### src/rtl/bpf_pkg.sv
`default_nettype none

package bpf_pkg;

	// Command codes of the input channel.
	localparam logic [1:0] CMD_START  = 2'd0;
	localparam logic [1:0] CMD_APPEND = 2'd1;
	localparam logic [1:0] CMD_FINISH = 2'd2;

	// Frame delimiters.
	localparam logic [15:0] START_WORD = 16'hA0A2;
	localparam logic [15:0] END_WORD   = 16'hB0B3;

	// Operation queue between the front and the back.
	localparam int QUEUE_DEPTH = 4;
	localparam int QPTR_W      = 2;
	localparam int QLVL_W      = 3;

	localparam int SUM_W = 15;

	typedef struct packed {
		logic [1:0] command;
		logic [3:0] msg_type;
		logic       use_type;
		logic [7:0] data_byte;
	} cmd_t;

	typedef struct packed {
		logic [7:0] out_byte;
		logic       last_byte;
		logic       overflow;
	} pkt_t;

	typedef enum logic [1:0] {
		OP_START,
		OP_APPEND,
		OP_FINISH
	} op_kind_t;

	// One classified operation as it waits in the queue.
	typedef struct packed {
		op_kind_t   kind;
		logic       has_byte;
		logic [7:0] data;
	} op_t;

	typedef struct packed {
		logic [QLVL_W-1:0] level;
		logic              full;
		logic              empty;
	} q_status_t;

	typedef enum logic [1:0] {
		SEQ_IDLE,
		SEQ_HEAD,
		SEQ_BODY,
		SEQ_TAIL
	} seq_state_t;

	// One generated packet byte before the store read data is merged in.
	typedef struct packed {
		logic       from_mem;
		logic [7:0] value;
		logic       last;
		logic       ovf;
	} gen_t;

	// Header byte for each message type.
	function automatic logic [7:0] type_header(input logic [3:0] idx);
		logic [7:0] hdr;
		case (idx)
			4'd0:    hdr = 8'h2A;
			4'd1:    hdr = 8'h33;
			4'd2:    hdr = 8'h2F;
			4'd3:    hdr = 8'h2C;
			4'd4:    hdr = 8'h17;
			4'd5:    hdr = 8'h20;
			4'd6:    hdr = 8'h15;
			4'd7:    hdr = 8'h19;
			4'd8:    hdr = 8'h1A;
			4'd9:    hdr = 8'h2B;
			4'd10:   hdr = 8'h18;
			4'd11:   hdr = 8'h16;
			4'd12:   hdr = 8'h40;
			4'd13:   hdr = 8'h41;
			4'd14:   hdr = 8'h42;
			default: hdr = 8'h43;
		endcase
		return hdr;
	endfunction

endpackage

`default_nettype wire

### src/rtl/bpf_front.sv
`default_nettype none

module bpf_front (
	input  wire                clk,
	input  wire                arst_n,
	input  wire                cmd_valid,
	output logic               cmd_ready,
	input  bpf_pkg::cmd_t      cmd,
	output logic               op_valid,
	input  bpf_pkg::q_status_t q_st,
	output bpf_pkg::op_t       op
);
	import bpf_pkg::*;

	logic v_s1;
	op_t  op_s1;
	op_t  op_dec;
	logic op_ok;

	// Classify the command and resolve the header byte of a start.
	always_comb begin
		op_ok  = 1'b1;
		op_dec = '{kind: OP_APPEND, has_byte: 1'b1, data: cmd.data_byte};
		unique case (cmd.command)
			CMD_START: begin
				op_dec.kind     = OP_START;
				op_dec.has_byte = cmd.use_type;
				op_dec.data     = type_header(cmd.msg_type);
			end
			CMD_APPEND: begin
				op_dec.kind = OP_APPEND;
			end
			CMD_FINISH: begin
				op_dec.kind     = OP_FINISH;
				op_dec.has_byte = 1'b0;
			end
			default: begin
				op_ok = 1'b0;
			end
		endcase
	end

	// The stage drains into the queue whenever the queue has room.
	assign cmd_ready = !v_s1 || !q_st.full;

	always_ff @(posedge clk or negedge arst_n) begin
		if (!arst_n) begin
			v_s1 <= 1'b0;
		end else if (cmd_ready) begin
			v_s1 <= cmd_valid && op_ok;
		end
	end

	always_ff @(posedge clk) begin
		if (cmd_ready && cmd_valid) begin
			op_s1 <= op_dec;
		end
	end

	assign op_valid = v_s1;
	assign op       = op_s1;

endmodule

`default_nettype wire

### src/rtl/bpf_queue.sv
`default_nettype none

module bpf_queue (
	input  wire                clk,
	input  wire                arst_n,
	input  wire                push_valid,
	input  bpf_pkg::op_t       push_op,
	output bpf_pkg::q_status_t q_st,
	output logic               pop_valid,
	input  wire                pop_ready,
	output bpf_pkg::op_t       pop_op
);
	import bpf_pkg::*;

	op_t               slot_q [QUEUE_DEPTH];
	logic [QPTR_W-1:0] wr_ptr_q;
	logic [QPTR_W-1:0] rd_ptr_q;
	logic [QLVL_W-1:0] level_q;
	logic              push;
	logic              pop;

	assign q_st.level = level_q;
	assign q_st.full  = (level_q == QLVL_W'(QUEUE_DEPTH));
	assign q_st.empty = (level_q == '0);

	assign push = push_valid && !q_st.full;
	assign pop  = pop_ready && !q_st.empty;

	assign pop_valid = !q_st.empty;
	assign pop_op    = slot_q[rd_ptr_q];

	// Pointers and fill level.
	always_ff @(posedge clk or negedge arst_n) begin
		if (!arst_n) begin
			wr_ptr_q <= '0;
			rd_ptr_q <= '0;
			level_q  <= '0;
		end else begin
			if (push) begin
				wr_ptr_q <= wr_ptr_q + 1'b1;
			end
			if (pop) begin
				rd_ptr_q <= rd_ptr_q + 1'b1;
			end
			if (push && !pop) begin
				level_q <= level_q + 1'b1;
			end else if (pop && !push) begin
				level_q <= level_q - 1'b1;
			end
		end
	end

	always_ff @(posedge clk) begin
		if (push) begin
			slot_q[wr_ptr_q] <= push_op;
		end
	end

endmodule

`default_nettype wire

### src/rtl/bpf_back.sv
`default_nettype none

module bpf_back #(
	parameter int MAX_PAYLOAD = 32
) (
	input  wire           clk,
	input  wire           arst_n,
	input  wire           op_valid,
	output logic          op_ready,
	input  bpf_pkg::op_t  op,
	output logic          pkt_valid,
	input  wire           pkt_ready,
	output bpf_pkg::pkt_t pkt
);
	import bpf_pkg::*;

	localparam int CNT_W  = $clog2(MAX_PAYLOAD + 1);
	localparam int ADDR_W = (MAX_PAYLOAD > 1) ? $clog2(MAX_PAYLOAD) : 1;

	// Payload store, count, sum and sticky drop flag.
	logic [7:0]       mem_q [MAX_PAYLOAD];
	logic [CNT_W-1:0] count_q;
	logic [SUM_W-1:0] sum_q;
	logic             drop_q;

	// Snapshot of the packet being emitted.
	logic [CNT_W-1:0] len_q;
	logic [SUM_W-1:0] chk_q;
	logic             ovf_q;

	// Sequencer.
	seq_state_t       state_q;
	seq_state_t       state_d;
	logic [1:0]       sub_q;
	logic [1:0]       sub_d;
	logic [CNT_W-1:0] ptr_q;
	logic [CNT_W-1:0] ptr_d;
	logic             gen_valid;
	gen_t             gen;

	// Byte stage and output register.
	logic             v_s1;
	gen_t             gen_s1;
	logic [7:0]       rd_data_q;
	logic             pkt_v_q;
	pkt_t             pkt_q;

	logic             op_fire;
	logic             has_room;
	logic             wr_en;
	logic [ADDR_W-1:0] wr_addr;
	logic             out_adv;
	logic             s1_adv;
	logic [15:0]      len16;

	assign out_adv = !pkt_v_q || pkt_ready;
	assign s1_adv  = !v_s1 || out_adv;

	assign op_ready = (state_q == SEQ_IDLE);
	assign op_fire  = op_valid && op_ready;
	assign has_room = (count_q < CNT_W'(MAX_PAYLOAD));
	assign len16    = 16'(len_q);

	// Store write for a header byte or an appended byte that fits.
	assign wr_en   = op_fire && op.has_byte &&
		((op.kind == OP_START) || ((op.kind == OP_APPEND) && has_room));
	assign wr_addr = (op.kind == OP_START) ? '0 : count_q[ADDR_W-1:0];

	// Next state of the emit sequencer and the byte it produces.
	always_comb begin
		state_d   = state_q;
		sub_d     = sub_q;
		ptr_d     = ptr_q;
		gen_valid = 1'b0;
		gen       = '{from_mem: 1'b0, value: 8'h00, last: 1'b0, ovf: ovf_q};
		unique case (state_q)
			SEQ_IDLE: begin
				if (op_fire && (op.kind == OP_FINISH)) begin
					state_d = SEQ_HEAD;
					sub_d   = 2'd0;
				end
			end
			SEQ_HEAD: begin
				if (s1_adv) begin
					gen_valid = 1'b1;
					sub_d     = sub_q + 2'd1;
					case (sub_q)
						2'd0:    gen.value = START_WORD[15:8];
						2'd1:    gen.value = START_WORD[7:0];
						2'd2:    gen.value = len16[15:8];
						default: gen.value = len16[7:0];
					endcase
					if (sub_q == 2'd3) begin
						ptr_d   = '0;
						state_d = (len_q == '0) ? SEQ_TAIL : SEQ_BODY;
					end
				end
			end
			SEQ_BODY: begin
				if (s1_adv) begin
					gen_valid    = 1'b1;
					gen.from_mem = 1'b1;
					ptr_d        = ptr_q + 1'b1;
					if (ptr_d == len_q) begin
						state_d = SEQ_TAIL;
					end
				end
			end
			SEQ_TAIL: begin
				if (s1_adv) begin
					gen_valid = 1'b1;
					sub_d     = sub_q + 2'd1;
					case (sub_q)
						2'd0:    gen.value = {1'b0, chk_q[SUM_W-1:8]};
						2'd1:    gen.value = chk_q[7:0];
						2'd2:    gen.value = END_WORD[15:8];
						default: gen.value = END_WORD[7:0];
					endcase
					if (sub_q == 2'd3) begin
						gen.last = 1'b1;
						state_d  = SEQ_IDLE;
					end
				end
			end
			default: begin
				state_d = SEQ_IDLE;
			end
		endcase
	end

	always_ff @(posedge clk or negedge arst_n) begin
		if (!arst_n) begin
			state_q <= SEQ_IDLE;
			sub_q   <= '0;
			ptr_q   <= '0;
		end else begin
			state_q <= state_d;
			sub_q   <= sub_d;
			ptr_q   <= ptr_d;
		end
	end

	// Execute start, append and finish operations.
	always_ff @(posedge clk or negedge arst_n) begin
		if (!arst_n) begin
			count_q <= '0;
			sum_q   <= '0;
			drop_q  <= 1'b0;
		end else if (op_fire) begin
			case (op.kind)
				OP_START: begin
					drop_q  <= 1'b0;
					count_q <= op.has_byte ? CNT_W'(1) : '0;
					sum_q   <= op.has_byte ? SUM_W'(op.data) : '0;
				end
				OP_APPEND: begin
					if (has_room) begin
						count_q <= count_q + 1'b1;
						sum_q   <= sum_q + SUM_W'(op.data);
					end else begin
						drop_q <= 1'b1;
					end
				end
				OP_FINISH: begin
					count_q <= '0;
					sum_q   <= '0;
				end
				default: begin
					count_q <= count_q;
				end
			endcase
		end
	end

	// Snapshot taken when a finish starts, as the finish clears the count and sum.
	always_ff @(posedge clk) begin
		if (op_fire && (op.kind == OP_FINISH)) begin
			len_q <= count_q;
			chk_q <= sum_q;
			ovf_q <= drop_q;
		end
	end

	// Payload store: one write port, one registered read port.
	always_ff @(posedge clk) begin
		if (wr_en) begin
			mem_q[wr_addr] <= op.data;
		end
		if (s1_adv && (state_q == SEQ_BODY)) begin
			rd_data_q <= mem_q[ptr_q[ADDR_W-1:0]];
		end
	end

	// Byte stage, aligned with the store read data.
	always_ff @(posedge clk or negedge arst_n) begin
		if (!arst_n) begin
			v_s1    <= 1'b0;
			pkt_v_q <= 1'b0;
		end else begin
			if (s1_adv) begin
				v_s1 <= gen_valid;
			end
			if (out_adv) begin
				pkt_v_q <= v_s1;
			end
		end
	end

	always_ff @(posedge clk) begin
		if (s1_adv) begin
			gen_s1 <= gen;
		end
		if (out_adv) begin
			pkt_q.out_byte  <= gen_s1.from_mem ? rd_data_q : gen_s1.value;
			pkt_q.last_byte <= gen_s1.last;
			pkt_q.overflow  <= gen_s1.ovf;
		end
	end

	assign pkt_valid = pkt_v_q;
	assign pkt       = pkt_q;

endmodule

`default_nettype wire

### src/rtl/binary_packet_framer.sv
`default_nettype none

// Binary packet framer.
// Input channel cmd (cmd_valid/cmd_ready) carries commands: start (clears
// the payload and optionally stores a header byte chosen by msg_type),
// append (stores data_byte) and finish (emits the packet). Output channel
// pkt (pkt_valid/pkt_ready) carries the framed packet one byte per
// transaction: A0 A2, 16-bit length, payload, 15-bit sum, B0 B3, with
// last_byte on the final byte and overflow set if bytes were dropped.
// Commands pass a decode register and a four-entry operation queue before
// the back end takes them. Start and append do not hold the back end, so
// one command per cycle is sustained while the emit sequencer is idle. A
// finish occupies the emit sequencer until all length + 8 bytes are made,
// one byte per cycle when the receiver does not stall, payload bytes from
// the single read port of the payload store; the first byte passes the
// byte stage and the output register before it appears at the output.
// Commands keep being accepted until the queue fills.
// When the receiver stalls, the output register and byte stage hold and
// the sequencer waits. Reset empties the queue and the pipeline and zeroes
// the count, sum and overflow flag; store contents are undefined until
// written.
module binary_packet_framer #(
	parameter int MAX_PAYLOAD = 32
) (
	input  wire            clk,
	input  wire            arst_n,
	input  wire            cmd_valid,
	output logic           cmd_ready,
	input  bpf_pkg::cmd_t  cmd,
	output logic           pkt_valid,
	input  wire            pkt_ready,
	output bpf_pkg::pkt_t  pkt
);
	import bpf_pkg::*;

	logic      fr_valid;
	op_t       fr_op;
	q_status_t q_st;
	logic      bk_valid;
	logic      bk_ready;
	op_t       bk_op;

	bpf_front u_front (
		.clk       (clk),
		.arst_n    (arst_n),
		.cmd_valid (cmd_valid),
		.cmd_ready (cmd_ready),
		.cmd       (cmd),
		.op_valid  (fr_valid),
		.q_st      (q_st),
		.op        (fr_op)
	);

	bpf_queue u_queue (
		.clk        (clk),
		.arst_n     (arst_n),
		.push_valid (fr_valid),
		.push_op    (fr_op),
		.q_st       (q_st),
		.pop_valid  (bk_valid),
		.pop_ready  (bk_ready),
		.pop_op     (bk_op)
	);

	bpf_back #(
		.MAX_PAYLOAD (MAX_PAYLOAD)
	) u_back (
		.clk       (clk),
		.arst_n    (arst_n),
		.op_valid  (bk_valid),
		.op_ready  (bk_ready),
		.op        (bk_op),
		.pkt_valid (pkt_valid),
		.pkt_ready (pkt_ready),
		.pkt       (pkt)
	);

`ifndef SYNTH
	// The queue level never exceeds its depth.
	a_queue_level: assert property (@(posedge clk) disable iff (!arst_n)
		q_st.level <= QLVL_W'(QUEUE_DEPTH))
		else $error("operation queue level out of range");

	// The last byte of a packet is always the low byte of the end word.
	a_last_is_end: assert property (@(posedge clk) disable iff (!arst_n)
		pkt_valid && pkt.last_byte |-> pkt.out_byte == END_WORD[7:0])
		else $error("last byte is not the end word");

	// Every packet is at least eight bytes, so two last bytes never follow.
	a_last_spacing: assert property (@(posedge clk) disable iff (!arst_n)
		pkt_valid && pkt_ready && pkt.last_byte |=> !(pkt_valid && pkt.last_byte))
		else $error("back-to-back last bytes");
`endif

endmodule

`default_nettype wire

### config.mk
export PLATFORM = sky130hd
export DESIGN_NAME = binary_packet_framer
export DESIGN_NICKNAME = d
export VERILOG_FILES = /design/src/rtl/bpf_pkg.sv /design/src/rtl/bpf_front.sv /design/src/rtl/bpf_queue.sv /design/src/rtl/bpf_back.sv /design/src/rtl/binary_packet_framer.sv
export SDC_FILE = /design/constraint.sdc
export NUM_CORES = 1
export LEC_CHECK = 0
export BUFFER_PORTS_ARGS = -buffer_cell sky130_fd_sc_hd__buf_2
export CAP_MARGIN = 20
export CORE_ASPECT_RATIO = 0.8
export CORE_MARGIN = 2
export CORE_UTILIZATION = 55
export CTS_CLUSTER_DIAMETER = 120
export DETAILED_ROUTE_END_ITERATION = 8
export PLACE_DENSITY = 0.79
export SLEW_MARGIN = 40
export SYNTH_ARGS = -nofsm -noshare
export SYNTH_HDL_FRONTEND = slang
export SYNTH_SLANG_ARGS = --single-unit
### constraint.sdc
create_clock -name clk -period 3.77 [get_ports clk]
set_input_delay 1.131 -clock clk [delete_from_list [all_inputs] [get_ports clk]]
set_output_delay 1.131 -clock clk [all_outputs]
set_load 0.01 [all_outputs]
# Word level (Yosys, flattened, before mapping)

Memory sizes are Yosys's and may differ from the RTL's. A register that Yosys moved wholly into a read port is not among the register bits.
Index checks and enable logic that the tools add are counted.

Bits in registers: 96
Bits in latches: 0
RAM bits: 300
Memory bits (read-only): 112
Input bits: 19
Output and inout port bits: 12
Memories: 3

Memory list:

| name             | words | width | read ports | clocked after Yosys merged registers in | write ports | RTL line        | source |
|---|---|---|---|---|---|---|---|
| u_back.mem_q     | 32    | 8     | 1          | 1                                       | 1           | bpf_back.sv:21  | `logic [7:0] mem_q [MAX_PAYLOAD];` |
| (name not given) | 16    | 7     | 1          | 0                                       | 0           | bpf_pkg.sv:71   | `case (idx)` |
| u_queue.slot_q   | 4     | 11    | 1          | 0                                       | 1           | bpf_queue.sv:15 | `op_t slot_q [QUEUE_DEPTH];` |

Add/subtract/negate cells: 8
$mul: 0
Divide/modulo/power cells: 0
$lt $le $gt $ge: 1
Equality and inequality tests: 22
Shift-type cells: 0
Muxes and demuxes: 42
Bitwise operators: 0
Reduce and logical (&&, ||, !) cells: 41

Operator list:

| operator                                                                | number |
|---|---|
| 8-bit case mux with 3 select lines                                      | 2 |
| 15-bit case mux with 3 select lines                                     | 1 |
| 6-bit 2-to-1 mux                                                        | 4 |
| 8-bit 2-to-1 mux                                                        | 3 |
| 2-bit 2-to-1 mux                                                        | 9 |
| 6-bit case mux with 3 select lines                                      | 1 |
| 2-bit by 1-bit inequality test with 1-bit output, second input constant | 8 |
| 8-bit case mux with 2 select lines                                      | 1 |
| 15-bit by 8-bit adder with 15-bit output                                | 1 |
| 15-bit 2-to-1 mux                                                       | 1 |
| 6-bit by 1-bit adder with 6-bit output, second input constant           | 2 |
| 2-bit == test, second input constant                                    | 6 |
| 6-bit case mux with 2 select lines                                      | 1 |
| 1-bit logical AND                                                       | 11 |
| 1-bit 2-to-1 mux                                                        | 11 |
| 3-bit AND reduction                                                     | 3 |
| 2-bit by 1-bit == test with 1-bit output, second input constant         | 4 |
| 2-bit zero test                                                         | 4 |
| 2-bit case mux with 2 select lines                                      | 2 |
| 2-bit case mux with 4 select lines                                      | 1 |
| 2-bit nonzero test                                                      | 4 |
| 1-bit zero test                                                         | 7 |
| 7-bit AND reduction                                                     | 1 |
| 2-bit by 1-bit adder with 2-bit output, second input constant           | 3 |
| 16 further kinds                                                        | 23 |

# Longest topological paths before layout

Gate-level depths: netlist of run 1.

Depth after elaboration: 7
Mapped depth: 11

# Hierarchy

A second synthesis of run 1 with hierarchy kept.

Cell total of the unflattened synthesis: 956
Area total of the unflattened synthesis: 16,905.0 sq um

Modules (own cells, without submodules):

| module    | instances | cells an instance | area each (sq um) | sequential area each (sq um) |
|---|---|---|---|---|
| bpf_back  | 1         | 798               | 14,133.6          | 10,069.7 |
| bpf_queue | 1         | 93                | 2,059.5           | 1,496.4 |
| bpf_front | 1         | 65                | 711.9             | 355.3 |

# Worst setup path after synthesis of run 1

Ideal clock, no wire load.

Kind: register to register
Start point: register u_queue.rd_ptr_q[0]
End point: memory u_back.mem_q[29][0], enable pin
Setup time: 0.398 ns
Arrival: 3.184 ns
Required time: 3.372 ns
Slack: 0.188 ns
Cell stages (with the launch flop): 9
Clock period less this slack: 3.582 ns
Cells stage by stage: dfrtp_1 > buf_2 > mux4_2 > inv_1 > ha_1 > clkbuf_1 > and4_1 > nand4_1 > nor4b_1

Word-level cells in the longest chain between the ends: 7
Elaborated cells on any way between the ends: 10
Classes of those cells: eq/ne: 1; mux: 3; reduce/logical: 5; memory: 1

Ends and longest elaborated chain:

| element                                  | RTL line        | source |
|---|---|---|
| from (decl)                              | bpf_queue.sv:17 | `logic [QPTR_W-1:0] rd_ptr_q;` |
| from (signal assigned)                   | bpf_queue.sv:43 | `rd_ptr_q <= rd_ptr_q + 1'b1;` |
| memory read 4 x 11 bit *                 | --              |  |
| 2-bit by 1-bit == test with 1-bit output | bpf_back.sv:66  | `((op.kind == OP_START) \|\| ((op.kind == OP_APPEND) && has_room));` |
| 1-bit logical AND                        | bpf_back.sv:66  |  |
| 1-bit logical OR                         | bpf_back.sv:66  |  |
| 1-bit logical AND                        | bpf_back.sv:65  | `assign wr_en = op_fire && op.has_byte &&` |
| 1-bit 2-to-1 mux                         | bpf_back.sv:186 | `if (wr_en) begin` |
| 1-bit 2-to-1 mux (not written as such)   | bpf_back.sv:187 | `mem_q[wr_addr] <= op.data;` |
| to (decl)                                | bpf_back.sv:21  |  |

Every way passes the cells marked *; elsewhere a longest branch is shown, timed or not.

==> reports/metrics.yaml, run 1 <==
synth_area_um2: 16900
hold_viol: 0
p_leak_nw: 6.48
worstReg2RegStart: "u_queue.rd_ptr_q[1]"
numClockSinks: 404
num_rows: 57
syn_inst: 972
io_buffer_count: 30
dr_wl_met2_mm: 16.3
syn_area_per_cell_um2: 17.4
cts_resized: 0
cts_buffers: 40
final_cell_area_um2: 19100
layout-drive-gt1-share_pct: 23.5
required_ns: 4.21
cts_tree: "yes"
wl_met3_mm: 3.47
p_per_area_nw_per_um2: 815
clk_pin_slew_ns: 0.06
routed_via_density: 6.22
synth_area_leaders: "edfxtp_1 64%, mux4_2 12%, dfrtp_1 6.2%, ha_1 2.4%, nor2_1 1.5%"
antenna_found_initial: 3
drtPass1Iterations: 5
synth.distinct_cells: 56
arrival_ns: 3.77
maxCapViolations: 0
n_fill_cell: 2038
drt-met1-wl_mm: 15.2
ys_async_sr_fraction_pct: 10.4
seqCellArea_um2: 11900
period_share_pct: 88.5
finClkSkew_ns: 0.0302
initial_core_util_pct: 55.9
core_area_um2: 30300
cts_setup_buffers: 0
gp_congestion: 0.870
grt-ovfl-total: 0
worstMarginPinSlew_ns: 0.847
setup_tns_ns: 0
yosys.area.top_type_share_pct: 64.2
outcome: "finished, final reports clean"
end_kind: "flop"
holdPathEnd: "u_back.pkt[1]"
worstSkewPairLatency_ns: 0.53
reg2reg_slack_ns: 0.43
num-nets-final: 1098
finalSetupViolCount: 0
hold_slack_ns: 0.436
ir_worst_vdd_v: 0.000487
synth.largest_area_cell: "edfxtp_1"
hold_depth: 0
multiInputGateArea_um2: 4730
cts_hold_buffers: 0
synth_edf_count: 362
pin_count: 31
fmax_ghz: 0.300
synth_seq_cells: 404
via_count: 9250
hp-start: "u_back.gen_s1[1]"
ys_seq_area_share_pct: 70.4
fp.dieH_um: 161
grt_pass1_vias: 9122
ant_nets: 0
max-slew-margin-rel_pct: 43.3
drt_wl_total_mm: 35.9
rr_worst_depth: 8
grt_usage_pct: 22.8
drt_iter0_markers: 1199
worstHoldPathType: "flop to flop"
cp_max_fo: 12
drv_slew: 0
rsz0062_at_grt: "no"
drc: 0
place_area_um2: 17800
cts_root_buffer: "clkbuf_16"
grt_max_degree: 47
crit_type: "flop to flop"
final_common_cell: "edfxtp_1"
drt-wirelength-per-cell_um: 24.1
reg2reg_to: "u_back.sum_q[10]"
cts_htree_levels: 2
fin_crit_ns: 3.34
insertedDiodeCount: 0
dp_hpwl_mm: 22.3
critPathLaunchType: "flop"
ys.flop_type: "edfxtp_1"
synth_fp_nets: 1025
top_layer_used: "met5"
dieWidth_um: 200
synthToLayoutAreaGrowth_pct: 12.9
cts_buffer_depth: 3
grt_pass1_wl_mm: 55.1
final_cell_mix: "362 x edfxtp_1, 92 x mux4_2, 66 x nor2_1, 55 x nand2_1, 47 x buf_4"
die-area_um2: 32200
ys_warn_count: 0
-- critical path, stage by stage, from the launching register on --
cell	delay, ns
dfrtp_1	0.69
mux4_2	0.44
ha_1	0.25
fa_1	0.45
a211oi_1	0.42
nor3_1	0.13
o31ai_1	0.49
a21oi_1	0.17
o211ai_1	0.21
-- routing by layer --
layer,GRT usage (%),up-vias
met5,0,-
met4,5.94,4
met3,5.32,79
met2,33.9,475
met1,34.4,4679
li1,-,4013
-- where the power goes --
part	total [W]	internal [W]	switching, W
clock	0.00396	0.00236	0.00160
sequential	0.00654	0.00604	0.000501
combinational	0.00509	0.00210	0.00298
total	0.0156	0.0105	0.00508
-- synthesized netlist by cell type (3+ instances only) --
cell and count:
o211ai_1 10, mux4_2 92, dfrtp_1 42, xnor2_1 11
nand3_1 15, nor2b_1 9, o21ai_0 32, buf_1 8
and2_1 11, mux2i_1 4, nand2_1 55, nor2_1 67
inv_1 23, a221oi_1 3, a21oi_1 27, nand2b_1 5
nand4_1 6, o31ai_1 5, a22oi_1 10, a211oi_1 4
edfxtp_1 362, nand3b_1 3, o221ai_1 4, buf_4 6
nor3_1 12, buf_2 4, o2111ai_1 3, ha_1 32
clkbuf_1 29, a31oi_1 7, nor4_1 4, xor2_1 8
a21o_1 6, o21a_1 3, mux2_2 20
-- registers in the layout, indices dropped and copies added, names as in the netlist, 2 cells and up --
signal	count
u_back.chk_q	15
u_back.len_q	6
u_back.ptr_q	6
u_back.mem_q	256
u_queue.level_q	3
u_queue.wr_ptr_q	2
u_queue.slot_q	44
u_queue.rd_ptr_q	2
u_back.count_q	6
u_back.sub_q	2
u_back.sum_q	15
u_back.pkt	10
u_front.op	11
u_back.rd_data_q	8
u_back.state_q	2
u_back.gen_s1	11
-- worst max path at each step --
stage,from,endpoint,slack (ns),cells after the start
after floorplan,u_queue.rd_ptr_q[0],u_back.mem_q[29][0],0.19,8
after global placement,u_queue.rd_ptr_q[0],u_back.sum_q[8],0.67,8
after detailed placement,u_queue.rd_ptr_q[1],u_back.sum_q[10],0.57,8
after CTS,u_queue.rd_ptr_q[0],u_back.sum_q[10],0.45,8
after global routing,u_queue.rd_ptr_q[1],u_back.sum_q[10],0.24,8
final,u_queue.rd_ptr_q[1],u_back.sum_q[10],0.43,8
-- area by class of cell --
class / instances / area share [%]
flip-flops and latches: 404 / 62.4
multi-input cells: 497 / 24.7
clock buffers: 56 / 6.08
repair buffers: 78 / 2.81
well taps: 413 / 2.70
clock inverters: 16 / 0.831
inverters: 24 / 0.471
-- kinds of logic (layout without fill, tap and decap cells) --
| kind of cell | after synthesis | count (layout) | synth area share (%) |
|---|---|---|---|
| DFF | 404 | 404 | 70.4 |
| and+or+nand+nor | 197 | 197 | 5.36 |
| AOI/OAI and AO/OA | 131 | 131 | 5.10 |
| muxes | 116 | 116 | 13.8 |
| buffers and inverters | 71 | 174 | 1.74 |
| adders and majority gates | 34 | 34 | 2.60 |
| xor gates and xnor gates | 19 | 19 | 0.983 |
-- through the flow --
stage	cells	power, W	setup slack, ns	util [%]
detailed placement	1416	0.0116	0.565	58.7
floorplan	972	0.00994	0.188	-
global route	1488	0.0163	0.238	63.1
CTS	1488	0.0156	0.453	63.1
global placement	1416	0.0114	0.666	58.7
finish	1488	0.0156	0.435	63.1
Note: power is estimated with default switching activity, not from simulation.
==> inputs of run 2 (changes only) <==
--- a/config.mk
+++ b/config.mk
@@ -12,7 +12,8 @@
 export CORE_UTILIZATION = 55
 export CTS_CLUSTER_DIAMETER = 120
 export DETAILED_ROUTE_END_ITERATION = 8
-export PLACE_DENSITY = 0.79
+export PLACE_DENSITY = 0.76
+export RECOVER_POWER = 25
 export SLEW_MARGIN = 40
 export SYNTH_ARGS = -nofsm -noshare
 export SYNTH_HDL_FRONTEND = slang
==> constraint.sdc (replaced) <==
create_clock -name clk -period 3.3 [get_ports clk]
set_input_delay 0.99 -clock clk [delete_from_list [all_inputs] [get_ports clk]]
set_output_delay 0.99 -clock clk [all_outputs]
set_load 0.01 [all_outputs]
==> reports/metrics.yaml, run 2 (synthesized netlist as in run 1, its figures left out) <==
cp_max_fo: 4  # -8
critPathLaunchType: "flop"
cts_buffer_depth: 3  # unchanged
end_kind: "flop"
hold_slack_ns: 0.434  # -0.00177 ns
cp_top_family: "compound AO/OA/AOI/OAI gates"
final_cell_mix: "362 x edfxtp_1, 92 x mux4_2, 67 x nor2_1, 55 x nand2_1, 50 x buf_4"
fp.dieH_um: 161  # unchanged
synthToLayoutAreaGrowth_pct: 12.7
finClkSkew_ns: 0.0190  # -0.0113 ns
grt_max_degree: 35  # -26%
grt_usage_pct: 21.7  # -1.1 points
cp.depth: 8  # unchanged
grt_pass1_vias: 8777  # -3.8%
max-slew-margin-rel_pct: -26.3  # -70 points
hold_viol: 0  # unchanged
violations: "max-capacitance violations, max-slew violations"
arrival_ns: 3.53  # -0.24 ns
p_per_area_nw_per_um2: 916  # +12%
fin_crit_ns: 3.11  # -0.222 ns
fmax_ghz: 0.321  # +7.1%
cts_hold_buffers: 0  # unchanged
cts_root_buffer: "clkbuf_16"
crit_type: "flop to flop"
ir_worst_vdd_v: 0.000652  # +34%
layout-drive-gt1-share_pct: 23.6  # +0.076 points
crit_chain: "mux4_2 > ha_1 > fa_1 > a211oi_1 > nor3_1 > o31ai_1 > a21oi_1 > o21a_1"
ant_nets: 0  # unchanged
maxCapViolations: 4  # +4
multiInputGateArea_um2: 4730  # about the same
cts_setup_buffers: 0  # unchanged
num-nets-final: 1109  # +1.0%
hp-start: "u_back.gen_s1[1]"
initial_core_util_pct: 55.9  # unchanged
drc: 0  # unchanged
via_count: 9077  # -1.9%
io_buffer_count: 30  # unchanged
drtPass1Iterations: 5  # unchanged
finalSetupViolCount: 0  # unchanged
critPathMaxStageDelay_ns: 0.53  # -0.16 ns
dieWidth_um: 200  # unchanged
reg2reg_to: "u_back.sum_q[8]"
path_buf_inv: 0  # unchanged
seqCellArea_um2: 11900  # unchanged
grt_pass1_wl_mm: 52.2  # -5.2%
setup_tns_ns: 0  # unchanged
worstMarginPinSlew_ns: 1.89  # +1.05 ns
cts_resized: 0  # unchanged
holdPathEnd: "u_back.pkt[1]"
cp_slowest_cell: "mux4_2"
drt_wl_total_mm: 34.3  # -4.4%
gp_congestion: 0.894  # +2.7%
final_common_cell: "edfxtp_1"
insertedDiodeCount: 0  # unchanged
num_rows: 57  # unchanged
n_fill_cell: 2045  # +0.34%
reg_top3: "u_back.mem_q x256, u_queue.slot_q x44"
largest_register: "u_back.mem_q"
dp_hpwl_mm: 22.4  # +0.15%
cts_buffers: 39  # -2.5%
final_cell_area_um2: 19100  # -0.16%
rr_worst_depth: 8  # unchanged
drv_slew: 134  # +134
hold_depth: 0  # unchanged
p_total_w: 0.0175  # +12%
worstHoldPathType: "flop to flop"
place_area_um2: 17900  # +0.66%
cts_htree_levels: 2  # unchanged
antenna_found_initial: 4  # +1
rsz0062_at_grt: "no"
finish.utilization_pct: 63.0  # -0.10 points
worstSkewPairLatency_ns: 0.53  # about the same
routed_via_density: 6.08  # -2.2%
grt-ovfl-total: 0  # unchanged
drt-wirelength-per-cell_um: 23.0  # -4.8%
outcome: "complete, but fails checks"
required_ns: 3.72  # -0.49 ns
pin_count: 31  # unchanged
worstReg2RegStart: "u_queue.rd_ptr_q[0]"
die-area_um2: 32200  # unchanged
largest_reg_flops: 256  # unchanged
drt_iter0_markers: 1093  # -8.8%
cts_tree: "yes"
core_area_um2: 30300  # unchanged
clk_pin_slew_ns: 0.07  # about the same
period_share_pct: 94.3  # +5.9 points
reg2reg_slack_ns: 0.19  # -0.25 ns
p_leak_nw: 6.48  # about the same
numClockSinks: 404  # unchanged
==> run 2: changes by cell type in the layout (fill, tap and decap cells not counted), moves of 2 or more <==
cell / change
clkbuf_1: +7
clkbuf_8: -7
buf_12: +2
buf_4: +3
and2_0: +2
clkinv_2: +10
clkinv_1: -6
==> run 2: area by class of cell <==
| cell class | instances | area share, % |
|---|---|---|
| Clock inverter | 17 | 0.721 |
| Sequential cell | 404 | 62.5 |
| Timing Repair Buffer | 90 | 3.28 |
| Inverter | 24 | 0.472 |
| Multi-Input combinational cell | 497 | 24.8 |
| Tap cell | 413 | 2.71 |
| Clock buffer | 48 | 5.57 |
==> run 2: power by group <==
part	switching [W]	internal [W]
sequential	0.000485	0.00692
combinational	0.00345	0.00242
clock	0.00177	0.00244
==> run 2: worst max-delay path by stage <==
stage                             start              end  slack (ns)
floorplan           u_queue.rd_ptr_q[0]  u_back.sum_q[8]       0.006
global placement    u_queue.rd_ptr_q[0]  u_back.sum_q[8]        0.31
detailed placement  u_queue.rd_ptr_q[0]  u_back.sum_q[8]        0.26
CTS                 u_queue.rd_ptr_q[0]  u_back.sum_q[8]        0.27
global route        u_queue.rd_ptr_q[0]  u_back.sum_q[8]        0.04
finish              u_queue.rd_ptr_q[0]  u_back.sum_q[8]        0.19
==> run 2: worst register-to-register path, cell delays in order (launching register included) <==
cell	delay, ns
dfrtp_1	0.38
mux4_2	0.53
ha_1	0.25
fa_1	0.47
a211oi_1	0.43
nor3_1	0.17
o31ai_1	0.45
a21oi_1	0.17
o21a_1	0.19
==> run 2: through the flow <==
stage,worst slack [ns],cells
floorplan,0.00645,972
global placement,0.305,1428
detailed placement,0.262,1428
CTS,0.272,1493
global route,0.0442,1493
finish,0.187,1493
==> run 2: routing by layer <==
metal	part of all wire (%)	GRT usage, %	wire [um]
met1	43	32.4	14900
met2	46	32.9	15700
met3	9.4	5.17	3220
met4	1.4	4.92	479
met5	0.038	0	13
==> inputs of run 3 (changes only) <==
==> constraint.sdc (replaced) <==
create_clock -name clk -period 3.3 [get_ports clk]
set_input_delay 0.165 -clock clk [delete_from_list [all_inputs] [get_ports clk]]
set_output_delay 0.165 -clock clk [all_outputs]
set_load 0.01 [all_outputs]
==> reports/metrics.yaml, run 3 (synthesized netlist as in run 1, its figures left out) <==
cts_buffer_depth: 3  # unchanged
core_area_um2: 30300  # unchanged
layout-drive-gt1-share_pct: 22.7  # -0.88 points
ir_worst_vdd_v: 0.000456  # -30%
dr_wl_met2_mm: 16.2  # +3.0%
gp_congestion: 0.907  # +1.5%
insertedDiodeCount: 0  # unchanged
final_common_cell: "edfxtp_1"
path_buf_inv: 2  # +2
dp_hpwl_mm: 22.5  # +0.35%
finalSetupViolCount: 0  # unchanged
seqCellArea_um2: 11900  # unchanged
largest_register: "u_back.mem_q"
finClkSkew_ns: 0.0146  # -0.00435 ns
num_rows: 57  # unchanged
finish.utilization_pct: 63.6  # +0.60 points
drtPass1Iterations: 5  # unchanged
fin_crit_ns: 3.12  # +0.0123 ns
drt-met1-wl_mm: 15.0  # +0.77%
numClockSinks: 404  # unchanged
antenna_found_initial: 1  # -3
worstMarginPinSlew_ns: 1.82  # -0.0788 ns
cts_root_buffer: "clkbuf_16"
multiInputGateArea_um2: 4730  # +0.11%
fp.dieH_um: 161  # unchanged
wl_met3_mm: 3.24  # +0.75%
largest_reg_flops: 256  # unchanged
ant_nets: 0  # unchanged
initial_core_util_pct: 55.9  # unchanged
reg_top3: "u_back.mem_q x256, u_queue.slot_q x44"
period_share_pct: 94.7  # +0.37 points
cp_top_family: "compound AO/OA/AOI/OAI gates"
cp_max_fo: 34  # +30
crit_path_start: "u_queue.rd_ptr_q[0]"
max-slew-margin-rel_pct: -21.1  # +5.3 points
grt-ovfl-total: 0  # unchanged
drt-wirelength-per-cell_um: 23.1  # +0.61%
cts_htree_levels: 2  # unchanged
routed_via_density: 6.10  # +0.41%
end_kind: "flop"
grt_pass1_wl_mm: 54.3  # +4.0%
violations: "max-capacitance violations, max-slew violations"
worstReg2RegStart: "u_queue.rd_ptr_q[0]"
critPathMaxStageDelay_ns: 0.55  # +0.02 ns
cp_slowest_cell: "mux4_2"
clk_pin_slew_ns: 0.06  # about the same
io_buffer_count: 30  # unchanged
crit_type: "flop to flop"
worstHoldPathType: "input pin to flop"
grt_usage_pct: 22.3  # +0.60 points
hold_viol: 0  # unchanged
critPathLaunchType: "flop"
cts_tree: "yes"
drt_wl_total_mm: 35.0  # +2.0%
dieWidth_um: 200  # unchanged
pin_count: 31  # unchanged
crit_chain: "buf_4 > mux4_2 > buf_4 > ha_1 > a21o_1 > and4_1 > o2111a_1 > a2111o_1 > o211ai_1"
outcome: "complete, but fails checks"
p_per_area_nw_per_um2: 914  # -0.24%
hp-start: "cmd[4]"
num-nets-final: 1123  # +1.3%
top_layer_used: "met4"
worstSkewPairLatency_ns: 0.53  # about the same
cpMostUsedCell: "buf_4"
drv_slew: 34  # -75%
rsz0062_at_grt: "no"
drt_iter0_markers: 1153  # +5.5%
setup_tns_ns: 0  # unchanged
grt_max_degree: 43  # +23%
p_leak_nw: 6.53  # +0.70%
fmax_ghz: 0.320  # -0.39%
drc: 0  # unchanged
grt_pass1_vias: 9070  # +3.3%
cts_buffers: 40  # +2.6%
final_cell_mix: "362 x edfxtp_1, 92 x mux4_2, 67 x nor2_1, 55 x nand2_1, 54 x buf_4"
via_count: 9236  # +1.8%
die-area_um2: 32200  # unchanged
maxCapViolations: 1  # -3
reg2reg_slack_ns: 0.18  # about the same
required_ns: 3.74  # +0.02 ns
cts_setup_buffers: 0  # unchanged
n_fill_cell: 2082  # +1.8%
synthToLayoutAreaGrowth_pct: 13.8
arrival_ns: 3.57  # +0.04 ns
run 3: per-layer routing:
layer	up-vias	global-route usage [%]
li1	4056	-
met1	4736	33.2
met2	398	33.9
met3	46	5.09
met4	0	5.33
met5	-	0
run 3: final timing paths:
kind / endpoint / cells after the start
worst min register to register: u_back.pkt[0] / 0
max in group asynchronous: u_back.ptr_q[0] / 2
worst max-delay path: u_back.sum_q[11] / 9
worst min-delay path: u_front.op[4] / 3
worst max register to register: u_back.sum_q[11] / 9
min in group asynchronous: u_back.state_q[0] / 2
run 3: tightest hold or removal path, delay by kind of cell:
| family | cells | cell delay (ns) |
|---|---|---|
| AO/OA/AOI/OAI | 1 | 0.13 |
| buffers and inverters | 1 | 0.08 |
| AND/OR/NAND/NOR | 1 | 0.04 |
run 3: power by group:
group | internal, W | total [W] | switching [W]
registers | 0.00691 | 0.00741 | 0.000496
clock network | 0.00246 | 0.00429 | 0.00184
logic | 0.00244 | 0.00591 | 0.00347
run 3: final cells by class:
type                    count  area share (%)
inverters                  24           0.468
multi-input cells         497            24.6
clock inverters            24           0.916
well taps                 413            2.68
repair buffers            103            3.96
clock buffers              48            5.51
flip-flops and latches    404            61.9
run 3: repair_timing:
item                                    4_1_cts  5_1_grt
resized for setup                             0        1
hold buffers                                 14        0
endpoints found under the setup margin        0        1
endpoints found under the hold margin        53        0
run 3: through the flow:
step	setup WS (ns)	instance area, um^2	hold WS [ns]	power, W	std cells
6_report	0.175	19300	0.00802	0.0176	1513
4_1_cts	0.166	19300	0.0108	0.0177	1513
3_3_place_gp	0.294	17900	0.393	0.0132	1427
5_1_grt	0.0404	19300	0.0338	0.0184	1513
3_5_place_dp	0.198	17900	0.208	0.0134	1427
2_1_floorplan	0.00645	16900	-0.131	0.0114	972
